## config.mk

```make
export PLATFORM = sky130hd
export DESIGN_NAME = pose_dead_reckoning
export DESIGN_NICKNAME = d
export VERILOG_FILES = /design/src/pdr_pkg.sv /design/src/pdr_ctrl.sv /design/src/pdr_datapath.sv /design/src/pose_dead_reckoning.sv
export SDC_FILE = /design/constraint.sdc
export NUM_CORES = 2
export LEC_CHECK = 0
export BUFFER_PORTS_ARGS = -buffer_cell sky130_fd_sc_hd__buf_4
export CAP_MARGIN = 5
export CORE_AREA = 2 2 432 434
export CTS_BUF_LIST = sky130_fd_sc_hd__clkbuf_16
export DETAILED_ROUTE_END_ITERATION = 10
export DIE_AREA = 0 0 434 436
export GPL_ROUTABILITY_DRIVEN = 0
export HOLD_SLACK_MARGIN = 0.12
export PLACE_DENSITY = 0.66
export REMOVE_ABC_BUFFERS = 1
export SYNTH_ARGS = -nofsm -noshare
export SYNTH_HDL_FRONTEND = slang
export SYNTH_SLANG_ARGS = --single-unit
```

## constraint.sdc

```tcl
create_clock -name i_clk -period 14.8 [get_ports i_clk]
set_input_delay 0 -clock i_clk [delete_from_list [all_inputs] [get_ports i_clk]]
set_output_delay 0 -clock i_clk [all_outputs]
set_load 0.005 [all_outputs]
```

## src/pdr_pkg.sv

```systemverilog
// Package for the pose integrator: types, CORDIC table and constants.
// No dependencies.
`timescale 1ns / 1ps
`default_nettype none
package pdr_pkg;
    localparam int DEF_CORDIC_STEPS  = 16;
    localparam int DEF_POSITION_BITS = 32;
    localparam int TABLE_LEN         = 24;
    localparam logic [31:0] YAW_RESET = 32'h4000_0000;
    localparam logic signed [33:0] CORDIC_X0 = 34'sh026DD3B6A;

    typedef enum logic [3:0] {
        ST_IDLE, ST_C1_INIT, ST_C1_RUN, ST_C1_FIN, ST_MUL_X, ST_MUL_Y,
        ST_ACC, ST_C2_INIT, ST_C2_RUN, ST_C2_FIN, ST_OUT
    } t_state;

    typedef struct packed {
        logic load_vel;
        logic load_tick;
        logic cordic_init;
        logic cordic_half;
        logic cordic_step;
        logic cordic_fin1;
        logic cordic_fin2;
        logic mul_x;
        logic mul_y;
        logic acc;
        logic out_load;
    } t_cmd;

    typedef struct packed {
        logic cordic_done;
    } t_status;

    function automatic logic signed [33:0] atan_entry(input logic [4:0] i);
        logic signed [33:0] r;
        case (i)
            5'd0:  r = 34'sh020000000; 5'd1:  r = 34'sh012E4051E;
            5'd2:  r = 34'sh009FB385B; 5'd3:  r = 34'sh0051111D4;
            5'd4:  r = 34'sh0028B0D43; 5'd5:  r = 34'sh00145D7E1;
            5'd6:  r = 34'sh000A2F61E; 5'd7:  r = 34'sh000517C55;
            5'd8:  r = 34'sh00028BE53; 5'd9:  r = 34'sh000145F2F;
            5'd10: r = 34'sh0000A2F98; 5'd11: r = 34'sh0000517CC;
            5'd12: r = 34'sh000028BE6; 5'd13: r = 34'sh0000145F3;
            5'd14: r = 34'sh00000A2F9; 5'd15: r = 34'sh00000517C;
            5'd16: r = 34'sh0000028BE; 5'd17: r = 34'sh00000145F;
            5'd18: r = 34'sh000000A2F; 5'd19: r = 34'sh000000517;
            5'd20: r = 34'sh00000028B; 5'd21: r = 34'sh000000145;
            5'd22: r = 34'sh0000000A2; 5'd23: r = 34'sh000000051;
            default: r = '0;
        endcase
        return r;
    endfunction
endpackage
`default_nettype wire

```

## src/pdr_ctrl.sv

```systemverilog
// Controller state machine for the pose integrator.
// Depends on pdr_pkg.
`timescale 1ns / 1ps
`default_nettype none
module pdr_ctrl import pdr_pkg::*; (
    input  wire      i_clk,
    input  wire      i_rst_n,
    input  wire      i_valid,
    input  wire      i_mode,
    output logic     o_stall,
    output logic     o_valid,
    input  wire      i_stall,
    input  t_status  i_status,
    output t_cmd     o_cmd
);
    t_state r_state, n_state;
    logic   r_valid, n_valid;
    logic   w_accept;

    // Accept only when idle
    assign o_stall  = (r_state != ST_IDLE);
    assign w_accept = i_valid && !o_stall;
    assign o_valid  = r_valid;

    always_ff @(posedge i_clk) begin
        if (!i_rst_n) begin
            r_state <= ST_IDLE;
            r_valid <= 1'b0;
        end else begin
            r_state <= n_state;
            r_valid <= n_valid;
        end
    end

    // Load a velocity in idle; sequence a tick through both rotations and the multiplies
    always_comb begin
        n_state = r_state;
        n_valid = r_valid;
        o_cmd   = '0;
        if (r_valid && !i_stall) n_valid = 1'b0;
        case (r_state)
            ST_IDLE: begin
                if (w_accept) begin
                    if (i_mode) begin
                        o_cmd.load_tick = 1'b1;
                        n_state = ST_C1_INIT;
                    end else o_cmd.load_vel = 1'b1;
                end
            end
            ST_C1_INIT: begin
                o_cmd.cordic_init = 1'b1;
                n_state = ST_C1_RUN;
            end
            ST_C1_RUN: begin
                o_cmd.cordic_step = 1'b1;
                if (i_status.cordic_done) n_state = ST_C1_FIN;
            end
            ST_C1_FIN: begin
                o_cmd.cordic_fin1 = 1'b1;
                n_state = ST_MUL_X;
            end
            ST_MUL_X: begin
                o_cmd.mul_x = 1'b1;
                n_state = ST_MUL_Y;
            end
            ST_MUL_Y: begin
                o_cmd.mul_y = 1'b1;
                n_state = ST_ACC;
            end
            ST_ACC: begin
                o_cmd.acc = 1'b1;
                n_state = ST_C2_INIT;
            end
            ST_C2_INIT: begin
                o_cmd.cordic_init = 1'b1;
                o_cmd.cordic_half = 1'b1;
                n_state = ST_C2_RUN;
            end
            ST_C2_RUN: begin
                o_cmd.cordic_step = 1'b1;
                if (i_status.cordic_done) n_state = ST_C2_FIN;
            end
            ST_C2_FIN: begin
                o_cmd.cordic_fin2 = 1'b1;
                n_state = ST_OUT;
            end
            ST_OUT: begin
                // Wait for the output register to free up
                if (!r_valid || !i_stall) begin
                    o_cmd.out_load = 1'b1;
                    n_valid = 1'b1;
                    n_state = ST_IDLE;
                end
            end
            default: n_state = ST_IDLE;
        endcase
    end
endmodule
`default_nettype wire

```

## src/pdr_datapath.sv

```systemverilog
// Datapath of the pose integrator: pose registers, iterative CORDIC and
// the shared multiplier. Depends on pdr_pkg.
`timescale 1ns / 1ps
`default_nettype none
module pdr_datapath import pdr_pkg::*; #(
    parameter int CORDIC_STEPS  = DEF_CORDIC_STEPS,
    parameter int POSITION_BITS = DEF_POSITION_BITS
) (
    input  wire                i_clk,
    input  wire                i_rst_n,
    input  t_cmd               i_cmd,
    output t_status            o_status,
    input  wire signed [15:0]  i_speed,
    input  wire signed [15:0]  i_turn_rate,
    input  wire        [15:0]  i_elapsed,
    output logic signed [31:0] o_x_position,
    output logic signed [31:0] o_y_position,
    output logic signed [15:0] o_yaw_angle,
    output logic signed [15:0] o_quat_real,
    output logic signed [15:0] o_quat_yaw_part
);
    localparam int STEPS = (CORDIC_STEPS > TABLE_LEN) ? TABLE_LEN : CORDIC_STEPS;
    localparam int PB    = POSITION_BITS;

    logic signed [15:0] r_speed, r_turn;
    logic        [15:0] r_elapsed;
    logic [PB-1:0]      r_x, r_y;
    logic [31:0]        r_yaw;
    logic signed [33:0] r_cx, r_cy, r_cz;
    logic [4:0]         r_step;
    logic               r_flip;
    logic signed [15:0] r_cos, r_sin;
    logic signed [32:0] r_ve;
    logic signed [48:0] r_px, r_py;
    logic signed [15:0] n_cres, n_sres;

    // Latch velocity on a mode-0 transaction; elapsed time on a tick
    always_ff @(posedge i_clk) begin
        if (!i_rst_n) begin
            r_speed <= '0;
            r_turn  <= '0;
        end else if (i_cmd.load_vel) begin
            r_speed <= i_speed;
            r_turn  <= i_turn_rate;
        end
    end

    always_ff @(posedge i_clk) begin
        if (i_cmd.load_tick) begin
            r_elapsed <= i_elapsed;
        end
    end

    // Fold the CORDIC angle into the right half plane
    logic [31:0] w_ang, w_fold;
    logic        w_flip;
    assign w_ang  = i_cmd.cordic_half ? {r_yaw[31], r_yaw[31:1]} : r_yaw;
    assign w_flip = (w_ang[31:30] == 2'b01) || (w_ang[31:30] == 2'b10);
    assign w_fold = w_flip ? (w_ang + 32'h8000_0000) : w_ang;

    // One CORDIC rotation per cycle
    logic signed [33:0] w_dx, w_dy, w_at;
    assign w_dx = r_cy >>> r_step;
    assign w_dy = r_cx >>> r_step;
    assign w_at = atan_entry(r_step);
    assign o_status.cordic_done = (r_step == 5'(STEPS - 1));

    always_ff @(posedge i_clk) begin
        if (i_cmd.cordic_init) begin
            r_cx   <= CORDIC_X0;
            r_cy   <= '0;
            r_cz   <= 34'(signed'(w_fold));
            r_step <= '0;
            r_flip <= w_flip;
        end else if (i_cmd.cordic_step) begin
            if (!r_cz[33]) begin
                r_cx <= r_cx - w_dx;
                r_cy <= r_cy + w_dy;
                r_cz <= r_cz - w_at;
            end else begin
                r_cx <= r_cx + w_dx;
                r_cy <= r_cy - w_dy;
                r_cz <= r_cz + w_at;
            end
            r_step <= r_step + 5'd1;
        end
    end

    // Round to Q1.14, clamp, undo the fold
    function automatic logic signed [15:0] to_q14(input logic signed [33:0] v,
                                                  input logic flip);
        logic signed [33:0] s;
        logic signed [15:0] c;
        s = (v + 34'sd32768) >>> 16;
        if (s > 34'sd16384) c = 16'sd16384;
        else if (s < -34'sd16384) c = -16'sd16384;
        else c = s[15:0];
        return flip ? -c : c;
    endfunction

    assign n_cres = to_q14(r_cx, r_flip);
    assign n_sres = to_q14(r_cy, r_flip);

    always_ff @(posedge i_clk) begin
        if (i_cmd.cordic_fin1 || i_cmd.cordic_fin2) begin
            r_cos <= n_cres;
            r_sin <= n_sres;
        end
        if (i_cmd.cordic_fin1) begin
            r_ve <= 33'(r_speed * $signed({1'b0, r_elapsed}));
        end
    end

    // Shared multiplier: speed*elapsed by cos, then by sin
    logic signed [48:0] w_prod;
    assign w_prod = 49'(r_ve * (i_cmd.mul_x ? r_cos : r_sin));
    always_ff @(posedge i_clk) begin
        if (i_cmd.mul_x) r_px <= w_prod;
        if (i_cmd.mul_y) r_py <= w_prod;
    end

    // Accumulate position and heading
    logic signed [48:0] w_dxp, w_dyp;
    logic signed [32:0] w_dyaw;
    assign w_dxp  = (r_px + 49'sd8388608) >>> 24;
    assign w_dyp  = (r_py + 49'sd8388608) >>> 24;
    assign w_dyaw = 33'(r_turn * $signed({1'b0, r_elapsed}));

    always_ff @(posedge i_clk) begin
        if (!i_rst_n) begin
            r_x   <= '0;
            r_y   <= '0;
            r_yaw <= YAW_RESET;
        end else if (i_cmd.acc) begin
            r_x   <= r_x + PB'(w_dxp);
            r_y   <= r_y + PB'(w_dyp);
            r_yaw <= r_yaw + w_dyaw[31:0];
        end
    end

    // Output register
    logic signed [63:0] w_xs, w_ys;
    assign w_xs = 64'(signed'(r_x));
    assign w_ys = 64'(signed'(r_y));
    always_ff @(posedge i_clk) begin
        if (i_cmd.out_load) begin
            o_x_position    <= w_xs[31:0];
            o_y_position    <= w_ys[31:0];
            o_yaw_angle     <= r_yaw[31:16];
            o_quat_real     <= r_cos;
            o_quat_yaw_part <= r_sin;
        end
    end
endmodule
`default_nettype wire

```

## src/pose_dead_reckoning.sv

```systemverilog
// Pose integrator top level: controller plus datapath.
// Depends on pdr_pkg, pdr_ctrl and pdr_datapath.
//
// A velocity transaction (mode 0) is taken without stalling the input. A tick transaction
// (mode 1) runs the controller through both rotations and the multiplies:
// one CORDIC unit that rotates one step a cycle is run twice, for the old
// heading and for the new half heading, and one multiplier forms both
// position increments. The result sits in an output register; the input
// is stalled while a tick is in progress.
`timescale 1ns / 1ps
`default_nettype none
module pose_dead_reckoning import pdr_pkg::*; #(
    parameter int CORDIC_STEPS  = DEF_CORDIC_STEPS,
    parameter int POSITION_BITS = DEF_POSITION_BITS
) (
    input  wire                i_clk,
    input  wire                i_rst_n,
    input  wire                i_valid,
    output logic               o_stall,
    input  wire                i_mode,
    input  wire signed [15:0]  i_speed,
    input  wire signed [15:0]  i_turn_rate,
    input  wire        [15:0]  i_elapsed,
    output logic               o_valid,
    input  wire                i_stall,
    output logic signed [31:0] o_x_position,
    output logic signed [31:0] o_y_position,
    output logic signed [15:0] o_yaw_angle,
    output logic signed [15:0] o_quat_real,
    output logic signed [15:0] o_quat_yaw_part
);
    t_cmd    w_cmd;
    t_status w_status;

    pdr_ctrl u_ctrl (
        .i_clk(i_clk), .i_rst_n(i_rst_n), .i_valid(i_valid), .i_mode(i_mode),
        .o_stall(o_stall), .o_valid(o_valid), .i_stall(i_stall),
        .i_status(w_status), .o_cmd(w_cmd)
    );

    pdr_datapath #(.CORDIC_STEPS(CORDIC_STEPS), .POSITION_BITS(POSITION_BITS)) u_dp (
        .i_clk(i_clk), .i_rst_n(i_rst_n), .i_cmd(w_cmd), .o_status(w_status),
        .i_speed(i_speed), .i_turn_rate(i_turn_rate), .i_elapsed(i_elapsed),
        .o_x_position(o_x_position), .o_y_position(o_y_position),
        .o_yaw_angle(o_yaw_angle), .o_quat_real(o_quat_real),
        .o_quat_yaw_part(o_quat_yaw_part)
    );
endmodule
`default_nettype wire

```

==> summary.md <==
| Metric | Value |
|---|---|
| Htree depth | `3` |
| Ys async rst share | `0%` |
| WP data required | `15,210 ps` |
| Syn Inst Count | `7,981` |
| Crit-path leading delay family | `adder cells` |
| HPWL Detailed | `148 mm` |
| Worst-path clk slew | `60 ps` |
| Setup Skew | `56.8 ps` |
| Final design utilization | `43.4%` |
| Detailed Route WL | `193 mm` |
| TritonRoute pass-1 iters | `6` |
| Synth top cells by count | `1,254 x inv_1, 1,041 x fa_1, 1,014 x nand2_1` |
| Die area | `0.189 mm²` |
| Cts hold-fix bufs | `129` |
| Die W | `434 µm` |
| Period utilization | `72.3%` |
| GRT Util Overall | `20.5%` |
| Rows | `158` |
| Status | `completed` |
| Area delta synth->final | `9.23%` |
| Synth warn | `0` |
| Starting Density | `39.7%` |
| Share of cells above drive strength 1 | `6.57%` |
| Synth unique cells | `92` |
| Tmin final | `10,700 ps` |
| Top-count cell post-synth | `inv_1` |
| CP most frequent cell | `fa_1` |
| Register bit total from synthesis | `516` |
| Unrepaired setup endpoints after global routing | `false` |
| Via Count | `56,000` |
| First-pass GRT wire length | `313 mm` |
| CTS tree | `built` |
| Count of final max-slew check failures | `0` |
| Nature of the critical path startpoint | `flop` |
| Slew @ Worst Pin | `966 ps` |
| CP endpoint kind | `flop` |
| Post-Route Hold Slack | `239 ps` |
| Worst rel slew slack | `33.9%` |
| Number of synthesized flops with an enable pin | `280` |
| Max clock buf depth | `3` |
| Vias in the first global route | `58,700` |
| Crit path arrival time | `11,110 ps` |
| Top cell type's share of synthesized area | `28.4%` |
| CTS buffer count | `67` |
| DR iter-0 viols | `4,171` |
| WP buf/inv | `8` |
| Skew-Pair Late Insertion Delay | `700 ps` |
| DRT antenna net count | `0` |
| Largest cells by area after synthesis | `fa_1 28%, edfxtp_1 11%, ha_1 10%` |
| Maximum number of pins on one net before global-route repair | `78` |
| Syn avg cell area | `9.19 µm²` |
| Largest area contributor in the netlist | `fa_1` |
| CP Class | `flop to flop` |
| Clock sinks | `516` |
| Final Net Count | `9,691` |
| Slowest stage delay, CP | `660 ps` |
| Resized cells post-CTS | `0` |
| Max Clk Rate | `0.0935 GHz` |
| Crit-path slowest cell | `mux2_2` |
| Register area share after synthesis | `17.9%` |
| Maxcap violations | `0` |
| Cell Area, Synth | `0.0733 mm²` |
| Wire per inst | `18.3 µm` |
| # port buffers | `166` |
| Post-CTS Setup Repair Bufs | `0` |
| Final setup viols | `0` |
| Fin Setup TNS | `0 ps` |
| Root buf cell | `clkbuf_16` |
| Hold Fails Final Rpt | `0` |
| Initial antenna violation count | `6` |
| CP Max Fanout | `42` |
| Gr ovfl total | `0` |
| DRC violations left | `0` |
| Core Area | `0.185 mm²` |
| Sequential Area | `0.0131 mm²` |
| Type of the worst min-delay path | `input port to flop` |
| Top-level port count | `167` |
| Vias per inst | `5.31` |
| Chip height | `436 µm` |
| Multi-input logic area | `0.0539 mm²` |
| Top_reg_cell synth | `edfxtp_1` |
| Filler cell count | `17,800` |
-- area by class of cell --
cell class / instances / share of cell area (%)
Clock buffer: 67 / 2.09
Inverter: 1255 / 5.89
Multi-Input combinational cell: 5812 / 67.4
Sequential cell: 516 / 16.4
Tap cell: 2480 / 3.88
Antenna cell: 2 / 0.00625
Timing Repair Buffer: 353 / 3.71
Clock inverter: 54 / 0.639
-- layer usage --
layer | up-vias | routed length (µm) | global-route usage, %
li1 | 25800 | - | -
met1 | 27800 | 80800 | 26.7
met2 | 1991 | 91600 | 34.4
met3 | 383 | 14000 | 3.48
met4 | 2 | 6520 | 7.22
met5 | - | 13 | 0
-- flip-flops by register name (all words and copies together) (netlist names), 4 cells and up --
name,count
u_dp.r_py,26
u_dp.r_ve,33
u_dp.o_y_position,32
u_dp.r_cx,34
u_dp.r_elapsed,16
u_dp.r_sin,16
u_dp.r_x,32
u_dp.r_cy,34
u_dp.r_px,26
u_dp.r_speed,16
u_dp.r_cos,16
u_dp.r_step,5
u_dp.r_y,32
u_dp.r_yaw,32
u_dp.r_turn,16
u_ctrl.r_state,4
u_dp.o_quat_yaw_part,16
u_dp.o_quat_real,16
u_dp.w_at,30
u_dp.o_yaw_angle,16
u_dp.o_x_position,32
u_dp.r_cz,34
-- metrics by stage --
stage | worst slack (ps) | cells | instance area, µm²
after floorplan | 3510 | 7583 | 71700
after global placement | 4140 | 10300 | 76600
after detailed placement | 4030 | 10300 | 76600
after CTS | 4020 | 10500 | 80100
after global routing | 3410 | 10500 | 80100
final | 4100 | 10500 | 80100
-- worst reg2reg max path: cells and delay by family (launching register included) --
kind,cells,cell delay [ps]
adders and majority gates,9,4580
buffers and inverters,8,1960
AOI/OAI and AO/OA,9,1840
and+or+nand+nor,4,750
muxes,1,670
DFF,1,550
xor gates and xnor gates,1,90
-- cells by family after synthesis --
logic type      Yosys count  synth area share (%)
compound gates         1149                  9.73
xor+xnor                429                  5.14
fa+ha+maj              1633                  38.5
buf+inv                1653                  8.60
simple gates           2394                  15.7
flops                   516                  17.9
mux                     207                  4.42
-- placed cells by master, fill, tap and decap left out, types with 19 or more instances in the layout --
cell type	synthesis	routed
nand2b_1	69	69
mux4_2	88	88
nor2b_1	39	39
or2_2	23	23
a21oi_1	398	397
dfxtp_1	236	232
ha_1	592	592
o22ai_1	19	19
nand4_1	34	34
dlygate4sd3_1	0	129
edfxtp_1	280	280
a211oi_1	39	39
o21ai_0	240	240
and3_1	58	58
o21a_1	48	48
nand2_1	1014	1014
or3_1	27	25
xor2_1	166	166
nor2_1	309	307
o21bai_1	33	33
buf_4	8	224
xnor2_1	262	262
o211ai_1	26	26
fa_1	1041	1041
inv_1	1254	1265
a31oi_1	67	67
mux2i_1	75	75
mux2_2	41	41
nand3_1	155	155
a21o_1	98	98
nor3_1	81	79
clkbuf_16	0	67
and2_1	533	533
-- path summary, 6_finish.rpt --
check / start / to / cells after the start / slack, ps
setup / recovery: u_ctrl.r_state[2]$_SDFFE_PN0P_ / u_dp.r_px[48]$_DFFE_PP_ / 32 / 4100
hold / removal: i_rst_n / u_dp.r_yaw[30]$_SDFFE_PN1P_ / 3 / 240
setup reg to reg: u_ctrl.r_state[2]$_SDFFE_PN0P_ / u_dp.r_px[48]$_DFFE_PP_ / 32 / 4100
hold reg to reg: u_dp.r_cos[11]$_DFFE_PP_ / u_dp.o_quat_real[11]$_DFFE_PP_ / 0 / 440
Power is not shown: default switching activity piles up to over one toggle a cycle in this logic, so the estimate is an artifact.
